==> src/rtl/fdh_pkg.sv <==
// fdh_pkg: shared constants, types and helpers for the fan duty hysteresis controller
// no dependencies; used by every rtl file of the block
`default_nettype none

package fdh_pkg;

   // fan masks
   localparam int NUM_FANS = 6;
   localparam int MASK_W   = 6;

   // only the low NUM_FANS mask bits count; fans beyond the mask width read as absent
   localparam logic [MASK_W-1:0] FAN_MASK = (NUM_FANS >= MASK_W) ?
                                            {MASK_W{1'b1}} :
                                            MASK_W'((1 << NUM_FANS) - 1);
   localparam logic FANS_UNMAPPED = (NUM_FANS > MASK_W);

   // temperatures and thresholds, signed millicelsius
   localparam int TEMP_W = 18;
   localparam int DUTY_W = 7;

   // threshold register file
   localparam int NUM_REGS  = 6;
   localparam int CSR_IDX_W = 3;

   localparam logic [CSR_IDX_W-1:0] REG_RISE_ONE   = 3'd0;
   localparam logic [CSR_IDX_W-1:0] REG_RISE_TWO   = 3'd1;
   localparam logic [CSR_IDX_W-1:0] REG_FALL_TWO   = 3'd2;
   localparam logic [CSR_IDX_W-1:0] REG_RISE_THREE = 3'd3;
   localparam logic [CSR_IDX_W-1:0] REG_FALL_THREE = 3'd4;
   localparam logic [CSR_IDX_W-1:0] REG_FALL_FOUR  = 3'd5;

   localparam logic signed [TEMP_W-1:0] RST_RISE_ONE   = 18'sd49500;
   localparam logic signed [TEMP_W-1:0] RST_RISE_TWO   = 18'sd53000;
   localparam logic signed [TEMP_W-1:0] RST_FALL_TWO   = 18'sd42700;
   localparam logic signed [TEMP_W-1:0] RST_RISE_THREE = 18'sd57700;
   localparam logic signed [TEMP_W-1:0] RST_FALL_THREE = 18'sd47700;
   localparam logic signed [TEMP_W-1:0] RST_FALL_FOUR  = 18'sd52700;

   // duty levels
   localparam int LEVEL_W = 2;

   localparam logic [LEVEL_W-1:0] LEVEL_40  = 2'd0;
   localparam logic [LEVEL_W-1:0] LEVEL_65  = 2'd1;
   localparam logic [LEVEL_W-1:0] LEVEL_80  = 2'd2;
   localparam logic [LEVEL_W-1:0] LEVEL_100 = 2'd3;
   localparam logic [LEVEL_W-1:0] LEVEL_TOP = LEVEL_100;

   localparam logic [DUTY_W-1:0] DUTY_40  = 7'd40;
   localparam logic [DUTY_W-1:0] DUTY_65  = 7'd65;
   localparam logic [DUTY_W-1:0] DUTY_80  = 7'd80;
   localparam logic [DUTY_W-1:0] DUTY_100 = 7'd100;

   typedef struct packed {
      logic signed [TEMP_W-1:0] rise_one;
      logic signed [TEMP_W-1:0] rise_two;
      logic signed [TEMP_W-1:0] fall_two;
      logic signed [TEMP_W-1:0] rise_three;
      logic signed [TEMP_W-1:0] fall_three;
      logic signed [TEMP_W-1:0] fall_four;
   } thresholds_type;

   typedef struct packed {
      logic [LEVEL_W-1:0] level;
      logic               written;
      logic               status;
   } decision_type;

   function automatic logic [DUTY_W-1:0] duty_of_level(input logic [LEVEL_W-1:0] level);
      logic [DUTY_W-1:0] duty;
      case (level)
         LEVEL_40: duty = DUTY_40;
         LEVEL_65: duty = DUTY_65;
         LEVEL_80: duty = DUTY_80;
         default:  duty = DUTY_100;
      endcase
      return duty;
   endfunction

endpackage

`default_nettype wire

==> src/rtl/fdh_csr.sv <==
// fdh_csr: the six hysteresis threshold registers with their write port
// depends on fdh_pkg
`default_nettype none

module fdh_csr (
   input  wire logic                               clock,
   input  wire logic                               reset,
   input  wire logic                               csr_we,
   input  wire logic [fdh_pkg::CSR_IDX_W-1:0]      csr_index,
   input  wire logic [fdh_pkg::TEMP_W-1:0]         csr_wdata,
   output fdh_pkg::thresholds_type                 thresholds
);

   fdh_pkg::thresholds_type thr_ff;
   fdh_pkg::thresholds_type thr_in;

   always_comb begin
      thr_in = thr_ff;
      if (csr_we) begin
         case (csr_index)
            fdh_pkg::REG_RISE_ONE:   thr_in.rise_one   = signed'(csr_wdata);
            fdh_pkg::REG_RISE_TWO:   thr_in.rise_two   = signed'(csr_wdata);
            fdh_pkg::REG_FALL_TWO:   thr_in.fall_two   = signed'(csr_wdata);
            fdh_pkg::REG_RISE_THREE: thr_in.rise_three = signed'(csr_wdata);
            fdh_pkg::REG_FALL_THREE: thr_in.fall_three = signed'(csr_wdata);
            fdh_pkg::REG_FALL_FOUR:  thr_in.fall_four  = signed'(csr_wdata);
            default:                 thr_in = thr_ff;  // unknown index, write dropped
         endcase
      end
   end

   always_ff @(posedge clock) begin
      if (reset) begin
         thr_ff.rise_one   <= fdh_pkg::RST_RISE_ONE;
         thr_ff.rise_two   <= fdh_pkg::RST_RISE_TWO;
         thr_ff.fall_two   <= fdh_pkg::RST_FALL_TWO;
         thr_ff.rise_three <= fdh_pkg::RST_RISE_THREE;
         thr_ff.fall_three <= fdh_pkg::RST_FALL_THREE;
         thr_ff.fall_four  <= fdh_pkg::RST_FALL_FOUR;
      end else begin
         thr_ff <= thr_in;
      end
   end

   assign thresholds = thr_ff;

endmodule

`default_nettype wire

==> src/rtl/fdh_level_calc.sv <==
// fdh_level_calc: fan fault checks, temperature mean and one-step hysteresis decision
// depends on fdh_pkg; purely combinational
`default_nettype none

module fdh_level_calc (
   input  wire logic [fdh_pkg::MASK_W-1:0]         fan_failed_mask,
   input  wire logic [fdh_pkg::MASK_W-1:0]         fan_present_mask,
   input  wire logic signed [fdh_pkg::TEMP_W-1:0]  temp_sensor_a,
   input  wire logic signed [fdh_pkg::TEMP_W-1:0]  temp_sensor_b,
   input  wire logic                               read_error,
   input  wire logic [fdh_pkg::LEVEL_W-1:0]        level,
   input  wire fdh_pkg::thresholds_type            thresholds,
   output fdh_pkg::decision_type                   decision
);

   logic                             fan_fault;
   logic signed [fdh_pkg::TEMP_W:0]  temp_sum;
   logic signed [fdh_pkg::TEMP_W:0]  temp_sum_adj;
   logic signed [fdh_pkg::TEMP_W-1:0] temp_mean;
   logic [fdh_pkg::LEVEL_W-1:0]      next_level;

   // failed fan or absent fan, masked to the fans that exist
   assign fan_fault = ((fan_failed_mask & fdh_pkg::FAN_MASK) != '0) ||
                      ((fan_present_mask & fdh_pkg::FAN_MASK) != fdh_pkg::FAN_MASK) ||
                      fdh_pkg::FANS_UNMAPPED;

   // halve with truncation toward zero: bias negative sums by one before the shift
   assign temp_sum     = (fdh_pkg::TEMP_W+1)'(temp_sensor_a) +
                         (fdh_pkg::TEMP_W+1)'(temp_sensor_b);
   assign temp_sum_adj = temp_sum + {{fdh_pkg::TEMP_W{1'b0}}, temp_sum[fdh_pkg::TEMP_W]};
   assign temp_mean    = temp_sum_adj[fdh_pkg::TEMP_W:1];

   // rising test wins over falling
   always_comb begin
      next_level = level;
      case (level)
         fdh_pkg::LEVEL_40: begin
            if (temp_mean >= thresholds.rise_one) next_level = fdh_pkg::LEVEL_65;
         end
         fdh_pkg::LEVEL_65: begin
            if (temp_mean >= thresholds.rise_two) next_level = fdh_pkg::LEVEL_80;
            else if (temp_mean <= thresholds.fall_two) next_level = fdh_pkg::LEVEL_40;
         end
         fdh_pkg::LEVEL_80: begin
            if (temp_mean >= thresholds.rise_three) next_level = fdh_pkg::LEVEL_100;
            else if (temp_mean <= thresholds.fall_three) next_level = fdh_pkg::LEVEL_65;
         end
         default: begin
            if (temp_mean <= thresholds.fall_four) next_level = fdh_pkg::LEVEL_80;
         end
      endcase
   end

   always_comb begin
      if (read_error) begin
         decision.level   = fdh_pkg::LEVEL_TOP;
         decision.written = 1'b1;
         decision.status  = 1'b1;
      end else if (fan_fault) begin
         decision.level   = fdh_pkg::LEVEL_TOP;
         decision.written = 1'b1;
         decision.status  = 1'b0;
      end else begin
         decision.level   = next_level;
         decision.written = (next_level != level);
         decision.status  = 1'b0;
      end
   end

endmodule

`default_nettype wire

==> src/rtl/fan_duty_hysteresis_controller_core.sv <==
// fan_duty_hysteresis_controller_core: top level, input register, level state, result register
// depends on fdh_pkg, fdh_csr, fdh_level_calc
// path: a request is registered in the input stage, then in the result register; rsp_stall can hold both
// throughput: one transfer per cycle while req_stall is low; the only loop is the level register feeding the decision
// reset (synchronous, active high): level goes to 100 percent, thresholds to their defaults,
// both pipeline stages empty; no clearing pass
// req_stall rises only when the input stage is full and the held result is stalled
`default_nettype none

module fan_duty_hysteresis_controller_core (
   input  wire logic                               clock,
   input  wire logic                               reset,

   // request channel
   input  wire logic                               req_valid,
   output      logic                               req_stall,
   input  wire logic [fdh_pkg::MASK_W-1:0]         req_fan_failed_mask,
   input  wire logic [fdh_pkg::MASK_W-1:0]         req_fan_present_mask,
   input  wire logic signed [fdh_pkg::TEMP_W-1:0]  req_temp_sensor_a,
   input  wire logic signed [fdh_pkg::TEMP_W-1:0]  req_temp_sensor_b,
   input  wire logic                               req_read_error,

   // result channel
   output      logic                               rsp_valid,
   input  wire logic                               rsp_stall,
   output      logic [fdh_pkg::DUTY_W-1:0]         rsp_duty_percent,
   output      logic                               rsp_duty_written,
   output      logic                               rsp_status,

   // threshold write port
   input  wire logic                               csr_we,
   input  wire logic [fdh_pkg::CSR_IDX_W-1:0]      csr_index,
   input  wire logic [fdh_pkg::TEMP_W-1:0]         csr_wdata
);

   // input stage
   logic                                s1_valid_ff, s1_valid_in;
   logic [fdh_pkg::MASK_W-1:0]          s1_failed_ff;
   logic [fdh_pkg::MASK_W-1:0]          s1_present_ff;
   logic signed [fdh_pkg::TEMP_W-1:0]   s1_temp_a_ff;
   logic signed [fdh_pkg::TEMP_W-1:0]   s1_temp_b_ff;
   logic                                s1_read_error_ff;

   // level state, updated together with the result register
   logic [fdh_pkg::LEVEL_W-1:0]         level_ff, level_in;

   // result stage
   logic                                rsp_valid_ff, rsp_valid_in;
   logic [fdh_pkg::DUTY_W-1:0]          rsp_duty_ff;
   logic                                rsp_written_ff;
   logic                                rsp_status_ff;

   logic                                req_take;
   logic                                s1_move;
   fdh_pkg::thresholds_type             thresholds;
   fdh_pkg::decision_type               decision;

   fdh_csr u_csr (
      .clock      (clock),
      .reset      (reset),
      .csr_we     (csr_we),
      .csr_index  (csr_index),
      .csr_wdata  (csr_wdata),
      .thresholds (thresholds)
   );

   fdh_level_calc u_level_calc (
      .fan_failed_mask  (s1_failed_ff),
      .fan_present_mask (s1_present_ff),
      .temp_sensor_a    (s1_temp_a_ff),
      .temp_sensor_b    (s1_temp_b_ff),
      .read_error       (s1_read_error_ff),
      .level            (level_ff),
      .thresholds       (thresholds),
      .decision         (decision)
   );

   // handshake: input stage moves on whenever the result slot is free or being drained
   assign s1_move   = s1_valid_ff && (!rsp_valid_ff || !rsp_stall);
   assign req_stall = s1_valid_ff && rsp_valid_ff && rsp_stall;
   assign req_take  = req_valid && !req_stall;

   assign s1_valid_in  = req_take || (s1_valid_ff && !s1_move);
   assign rsp_valid_in = s1_move || (rsp_valid_ff && rsp_stall);
   assign level_in     = s1_move ? decision.level : level_ff;

   // control state
   always_ff @(posedge clock) begin
      if (reset) begin
         s1_valid_ff  <= 1'b0;
         rsp_valid_ff <= 1'b0;
         level_ff     <= fdh_pkg::LEVEL_TOP;
      end else begin
         s1_valid_ff  <= s1_valid_in;
         rsp_valid_ff <= rsp_valid_in;
         level_ff     <= level_in;
      end
   end

   // request payload capture on each accepted transfer
   always_ff @(posedge clock) begin
      if (req_take) begin
         s1_failed_ff     <= req_fan_failed_mask;
         s1_present_ff    <= req_fan_present_mask;
         s1_temp_a_ff     <= req_temp_sensor_a;
         s1_temp_b_ff     <= req_temp_sensor_b;
         s1_read_error_ff <= req_read_error;
      end
   end

   // result payload; duty always reflects the level held after this item
   always_ff @(posedge clock) begin
      if (s1_move) begin
         rsp_duty_ff    <= fdh_pkg::duty_of_level(decision.level);
         rsp_written_ff <= decision.written;
         rsp_status_ff  <= decision.status;
      end
   end

   assign rsp_valid        = rsp_valid_ff;
   assign rsp_duty_percent = rsp_duty_ff;
   assign rsp_duty_written = rsp_written_ff;
   assign rsp_status       = rsp_status_ff;

   // shown duty matches the level state, since both load on the same transfer
   a_duty_tracks_level: assert property (@(posedge clock) disable iff (reset)
      rsp_valid_ff |-> (rsp_duty_ff == fdh_pkg::duty_of_level(level_ff)))
      else $error("result duty differs from held level");

   // read error always commands full duty
   a_error_full_duty: assert property (@(posedge clock) disable iff (reset)
      (rsp_valid_ff && rsp_status_ff) |->
         (rsp_written_ff && rsp_duty_ff == fdh_pkg::DUTY_100))
      else $error("error result without full duty command");

   // level only moves when an item passes into the result stage
   a_level_moves_on_transfer: assert property (@(posedge clock) disable iff (reset)
      (!$past(reset) && level_ff != $past(level_ff)) |-> $past(s1_move))
      else $error("level changed without a transfer");

   // a change in level is always reported as a duty command
   a_change_is_written: assert property (@(posedge clock) disable iff (reset)
      (!$past(reset) && level_ff != $past(level_ff)) |-> rsp_written_ff)
      else $error("level change not flagged as written");

   // backpressure only when both stages are occupied
   a_stall_needs_full: assert property (@(posedge clock) disable iff (reset)
      req_stall |-> (s1_valid_ff && rsp_valid_ff))
      else $error("request stalled with a free stage");

endmodule

`default_nettype wire
==> config.mk <==
export PLATFORM = sky130hd
export DESIGN_NAME = fan_duty_hysteresis_controller_core
export DESIGN_NICKNAME = d
export VERILOG_FILES = /design/src/rtl/fdh_pkg.sv /design/src/rtl/fdh_csr.sv /design/src/rtl/fdh_level_calc.sv /design/src/rtl/fan_duty_hysteresis_controller_core.sv
export SDC_FILE = /design/constraint.sdc
export NUM_CORES = 1
export LEC_CHECK = 0
export BUFFER_PORTS_ARGS = -buffer_cell sky130_fd_sc_hd__buf_2
export CAP_MARGIN = 10
export CELL_PAD_IN_SITES_DETAIL_PLACEMENT = 0
export CELL_PAD_IN_SITES_GLOBAL_PLACEMENT = 1
export CORE_ASPECT_RATIO = 1.1
export CORE_UTILIZATION = 42
export DETAILED_ROUTE_END_ITERATION = 16
export GPL_TIMING_DRIVEN = 0
export PLACE_DENSITY = 0.82
export SLEW_MARGIN = 20
export SYNTH_ARGS = -nofsm -noshare
export SYNTH_HDL_FRONTEND = slang
export SYNTH_SLANG_ARGS = --single-unit
export TNS_END_PERCENT = 5
==> constraint.sdc <==
create_clock -name clock -period 5.6 [get_ports clock]
set_input_delay 0.28 -clock clock [delete_from_list [all_inputs] [get_ports clock]]
set_output_delay 0.28 -clock clock [all_outputs]
set_load 0.005 [all_outputs]
==> results.toml, run 1 <==
[final_layout]
antenna-diode-count = 0
layout-drive-gt1-share_pct = 17.15
fin_cells = 1577
final_common_cell = "nand2_1"
area_growth_pct = 22.19
fin_util_pct = 52.75
nNetsFinal = 1472
final_cell_mix = "212 x nand2_1, 124 x ha_1, 119 x inv_1"

[die]
num_io_pins = 86
core_sq_um = 23080
start_util_pct = 43.17
dieWidth_microns = 148.9
fp.dieArea_sq_um = 24340
die_y_microns = 163.5
rows = 58

[power]
p_int_mw = 2.378
power.switching_mw = 1.110
pwr-share-clk_pct = 33.7
ir_drop_v = 0.0001725
swShare_pct = 31.81
power.share.sequential_pct = 38.1
leakage_nw = 5.137
combPwrFrac_pct = 28.2
power_density_nw_per_um2 = 286.5

[route]
vias_per_cell = 5.365
drt-total-wl_microns = 28190
drt_iter0_markers = 418
vias = 8461
dr.pass1.iters = 5
antenna_left = 0
drc = 0
routedWlPerCell_microns = 17.88

[worst_setup_path]
r2r_start = "s1_temp_b_ff[0]"
worstPathMaxFanout = 5
crit_path_end_kind = "register"
worstSetupStartpoint = "s1_temp_b_ff[0]"
critPathRequiredTime_ns = 5.80
path_class = "reg2reg"
cp.arrival_ns = 5.92
start_kind = "register"

[worst_hold_path]
holdCritPathClass = "in2reg"
timing.hold.worst.start = "req_temp_sensor_b[13]"

[sta]
worst_slew_pin_slew_ns = 1.056
hold_violations = 0
max_freq_ghz = 0.1748
skew_ns = 0.007499
setup-violations-final = 7
timing.hold.ws_ns = 0.01204
timing.final.crit_share_pct = 102.2
rsz0062_at_grt = "yes"
maxSlewViolCount = 0
relSlewSlack_pct = 29.37
setup_slack_ns = -0.1213
fin_crit_ns = 5.721

[yosys]
synth.avg_cell_area_sq_um = 8.841
synth_edf_count = 57
netlist_instances = 1127
synth_warnings = 0
ys_async_sr_fraction_pct = 0
synth_seq_cells = 169
yosysSeqAreaShare_pct = 39.68
synth-main-ff-cell = "dfxtp_1"
synth_cell_types = 78
synth_fp_nets = 1335
netlist_area_sq_um = 9963

[placed_design]
gp_congestion = 0.8839
dp.cells = 1510
io_buffers = 82
place_hpwl_microns = 20110

[job]
cap_viol_max_count = 0

[global_routing]
grt_max_degree = 33
antenna_found_initial = 0
grt_pass1_vias = 8255
gr-usage-all-layers_pct = 24.05
grt_overflow_total = 0
grt_pass1_wl_microns = 43730

[clock_network]
clk_pin_slew_ns = 0.07
clock_sinks = 169
clock_latency_ns = 0.44
root_buffer = "clkbuf_16"
cts_buffers = 17
cts_tree = "done"
cts_max_level = 4
clockBufferDepth = 2

[status]
status = "finished, violations left"
violations = "negative setup slack"
==> stage by stage <==
step	setup WS, ns	TNS [ns]	instance area (sq um)	total power, mW
2_1_floorplan	0.02815	0	9963	1.903
3_3_place_gp	-1.128	-8.295	10750	2.147
3_5_place_dp	-1.241	-9.160	10780	2.166
4_1_cts	-0.002171	-0.002171	11970	3.446
5_1_grt	-0.3975	-2.551	12170	3.657
6_report	-0.1213	-0.5190	12170	3.488
==> synthesized netlist by cell type (3+ instances only) <==
cell type | count | area [sq um]
a211o_1 | 3 | 26.28
a211oi_1 | 8 | 60.06
a21o_1 | 24 | 180.2
a21oi_1 | 110 | 550.5
a221oi_1 | 5 | 43.79
a31oi_1 | 4 | 25.02
and2_1 | 4 | 25.02
and3_1 | 7 | 43.79
and4_1 | 4 | 35.03
clkbuf_1 | 34 | 127.6
dfxtp_1 | 112 | 2242
edfxtp_1 | 57 | 1712
ha_1 | 132 | 1652
inv_1 | 119 | 446.7
nand2_1 | 213 | 799.5
nand2b_1 | 8 | 50.05
nand3_1 | 12 | 60.06
nand3_2 | 3 | 30.03
nand4_1 | 23 | 143.9
nor2_1 | 39 | 146.4
nor2b_1 | 13 | 81.33
nor3_1 | 12 | 60.06
nor3_2 | 4 | 40.04
nor4_1 | 5 | 31.28
o211a_1 | 4 | 40.04
o211ai_1 | 53 | 397.9
o21a_1 | 6 | 45.04
o21ai_0 | 22 | 110.1
o21ai_1 | 5 | 25.02
xnor2_1 | 13 | 113.9
xor2_1 | 12 | 105.1
==> layout make-up <==
type                            count  area, sq um
Buffer                             39        152.6
Clock buffer                       20        446.7
Clock inverter                     12        127.6
Fill cell                        2130        10900
Inverter                          120        450.4
Multi-Input combinational cell    799         5921
Sequential cell                   169         3954
Tap cell                          300        375.4
Timing Repair Buffer              118        747.0
==> layer usage <==
layer / up-vias / track usage [%] / wire [microns]
li1: 4230 / - / -
met1: 3926 / 26.85 / 11260
met3: 80 / 4.022 / 1227
met2: 225 / 43.61 / 14340
met5: - / 0 / 0
met4: 0 / 12.57 / 1372
==> critical path: stages, from the launching register on <==
cell,delay [ns]
edfxtp_1,0.37
ha_2,0.21
fa_2,0.39
a211oi_4,0.28
nor2_4,0.08
a211oi_4,0.22
buf_6,0.17
o41ai_4,0.10
nor2_1,0.14
ha_2,0.18
and2_4,0.18
nand3_4,0.13
nor4_4,0.42
xnor2_4,0.18
ha_4,0.30
nand4_1,0.22
nor4_4,0.40
o211ai_1,0.13
nand3_1,0.15
mux2_4,0.31
o31a_1,0.37
nor2_4,0.16
o21a_1,0.18
ha_1,0.15
inv_1,0.03
==> power by group through the flow <==
stage / registers (mW) / clock network, mW / logic, mW
floorplan: 1.35 / 0 / 0.550
global placement: 1.36 / 0 / 0.791
detailed placement: 1.36 / 0 / 0.810
CTS: 1.33 / 1.19 / 0.932
global route: 1.33 / 1.24 / 1.09
finish: 1.33 / 1.18 / 0.983
==> registers in the layout (all words and copies together), names as in the netlist <==
name and count:
s1_temp_a_ff 18, level_ff 2, s1_failed_ff 6, s1_present_ff 6, rsp_duty_percent 6, s1_valid_ff 1
rsp_status 1, rsp_duty_written 1, u_csr.thresholds 108, s1_read_error_ff 1, s1_temp_b_ff 18, rsp_valid 1
==> worst paths after layout <==
kind                                             end  cells past startpoint  slack (ns)
worst min register to register  u_csr.thresholds[12]                      2        0.45
worst max-delay path             rsp_duty_percent[6]                     24       -0.12
worst max register to register   rsp_duty_percent[6]                     24       -0.12
worst min-delay path                s1_temp_b_ff[13]                      1        0.01
==> kinds of logic after synthesis <==
logic type | after synthesis | synth area share, %
adder cells (fa/ha/maj) | 133 | 16.78
other | 1 | 0.03764
multiplexers | 2 | 0.2135
AO/OA/AOI/OAI | 275 | 17.96
XOR/XNOR | 26 | 2.361
flip-flops | 169 | 39.68
AND/OR/NAND/NOR | 362 | 16.92
buffers and inverters | 159 | 6.053
==> timing repair <==
| item | CTS | global route |
|---|---|---|
| hold buffers | 5 | 0 |
| setup endpoints to repair | 9 | 8 |
| endpoints found under the hold margin | 5 | 0 |
| pin swaps | 16 | 24 |
| setup buffers | 20 | 10 |
| resized for setup | 48 | 27 |
Note: power is estimated with default switching activity, not from simulation.
==> run 2, diff against run 1 <==
- CORE_ASPECT_RATIO: 1.1 -> 1.4
==> run 2 against run 1 <==
Against the previous run: non-clock buffer count up 28; count of clock-buffer cells in the layout rose by 1; sequential share of layout area shrank 1.2 points; via count up 2.8%; the flow still finishes with violations (negative setup slack); die area about the same; cell count up 2.2%.
==> results.toml, run 2 (synthesized netlist as in run 1, its figures left out) <==
[status]
status = "finished, violations left"
violations = "negative setup slack"

[power]
pwr-share-clk_pct = 35.2
power.switching_mw = 1.161
p_int_mw = 2.528
power_density_nw_per_um2 = 291.6
combPwrFrac_pct = 28.8
leakage_nw = 5.296
swShare_pct = 31.47
ir_drop_v = 0.0002369
power.share.sequential_pct = 36.0

[worst_setup_path]
critPathRequiredTime_ns = 5.80
crit_path_end_kind = "register"
path_class = "reg2reg"
cp.arrival_ns = 5.95
start_kind = "register"
crit_slowest_cell = "nor4_4"
slowest_delay_ns = 0.46
worstPathMaxFanout = 5

[route]
drt_iter0_markers = 626
vias_per_cell = 5.397
vias = 8700
dr.pass1.iters = 6
routedWlPerCell_microns = 18.06
antenna_left = 0
drc = 0
drt-total-wl_microns = 29120

[die]
fp.dieArea_sq_um = 24350
start_util_pct = 42.78
dieWidth_microns = 132.2
rows = 66
num_io_pins = 86
core_sq_um = 23290
die_y_microns = 184.2

[final_layout]
largest_register_ffs = 108
area_growth_pct = 26.96
layout-drive-gt1-share_pct = 18.93
fillers = 2138
final_cell_mix = "211 x nand2_1, 120 x ha_1, 117 x inv_1"
nNetsFinal = 1500
final_common_cell = "nand2_1"

[sta]
timing.final.crit_share_pct = 102.7
hold_violations = 0
worst_slew_pin_slew_ns = 1.039
setup_tns_ns = -0.7595
max_freq_ghz = 0.1739
setup-violations-final = 7
skew_ns = 0.01247
fin_crit_ns = 5.749
setup_slack_ns = -0.1494
relSlewSlack_pct = 30.49
rsz0062_at_grt = "yes"
maxSlewViolCount = 0

[clock_network]
cts_buffers = 17
clock_latency_ns = 0.45
root_buffer = "clkbuf_16"
clockBufferDepth = 2
clk_pin_slew_ns = 0.07
cts_max_level = 4
clock_sinks = 169
cts_tree = "done"

[global_routing]
grt_max_degree = 32
grt_pass1_vias = 8437
grt_pass1_wl_microns = 44970
grt_overflow_total = 0
antenna_found_initial = 0
gr-usage-all-layers_pct = 24.59

[worst_hold_path]
holdCritPathClass = "in2reg"

[placed_design]
dp_slack_ns = -1.244
place_hpwl_microns = 20210
gp_congestion = 0.8983
io_buffers = 82

[job]
cap_viol_max_count = 0
==> run 2: changes by cell type in the layout (fill, tap and decap cells not counted), sizes merged <==
cell,before,now
dlygate4sd3,5,23
clkbuf,54,55
buf,118,128
clkinv,7,3
inv,120,124
clkinvlp,3,1
bufinv,2,3
diode,0,1
==> run 2: worst max-delay path, delay by kind of cell, from the launching register on <==
kind | cells | cell delay [ns]
AO/OA/AOI/OAI | 6 | 1.36
XOR/XNOR | 1 | 0.20
adder cells (fa/ha/maj) | 5 | 1.22
buffers and inverters | 3 | 0.46
flip-flops | 1 | 0.42
AND/OR/NAND/NOR | 10 | 1.83
==> run 2: stage by stage <==
stage	total power [mW]	hold WS [ns]	util (%)	cells	cell area, sq um
2_1_floorplan	1.903	0.3789	-	1127	9963
3_3_place_gp	2.161	0.4332	46.19	1515	10760
3_5_place_dp	2.188	0.4463	46.53	1516	10840
4_1_cts	3.645	0.0001475	52.96	1594	12330
5_1_grt	3.859	0.00003184	54.31	1611	12650
6_report	3.689	0.01246	54.32	1612	12650
==> run 2: repair_timing <==
| item | CTS | global route |
|---|---|---|
| hold buffers | 18 | 5 |
| hold endpoints to repair | 18 | 5 |
| endpoints found under the setup margin | 9 | 8 |
| pin swaps | 20 | 39 |
| buffers inserted | 28 | 12 |
| gates cloned | 0 | 0 |
| gates resized for setup | 59 | 38 |
==> run 2: area by class of cell <==
type,count,area [sq um],share of cell area (%)
Clock buffer,21,493.0,3.897
Tap cell,306,382.9,3.027
Inverter,120,450.4,3.561
Clock inverter,11,152.6,1.207
Antenna cell,1,2.502,0.01978
Timing Repair Buffer,146,1022,8.081
Multi-Input combinational cell,799,6040,47.74
Sequential cell,169,3954,31.26
Buffer,39,152.6,1.207
==> run 2: worst paths after layout <==
kind,start,endpoint,slack (ns),cells past startpoint
max,s1_temp_b_ff[0],rsp_duty_percent[4],-0.15,25
min reg2reg,u_csr.thresholds[28],u_csr.thresholds[28],0.46,2
min,req_temp_sensor_a[1],s1_temp_a_ff[1],0.01,1
max reg2reg,s1_temp_b_ff[0],rsp_duty_percent[4],-0.15,25
==> run 2: metal layers <==
metal	wire length (microns)	vias to the layer above	GRT usage, %
li1	-	4295	-
met1	11760	4044	28.93
met2	14130	290	43.09
met3	1804	71	3.933
met4	1426	0	12.87
met5	0	-	0
==> run 2: power by group through the flow <==
stage	clock (mW)	sequential (mW)	combinational [mW]
final	1.30	1.33	1.06
after global routing	1.37	1.33	1.16
after CTS	1.32	1.33	0.997
after detailed placement	0	1.36	0.833
after global placement	0	1.36	0.806
after floorplan	0	1.35	0.550
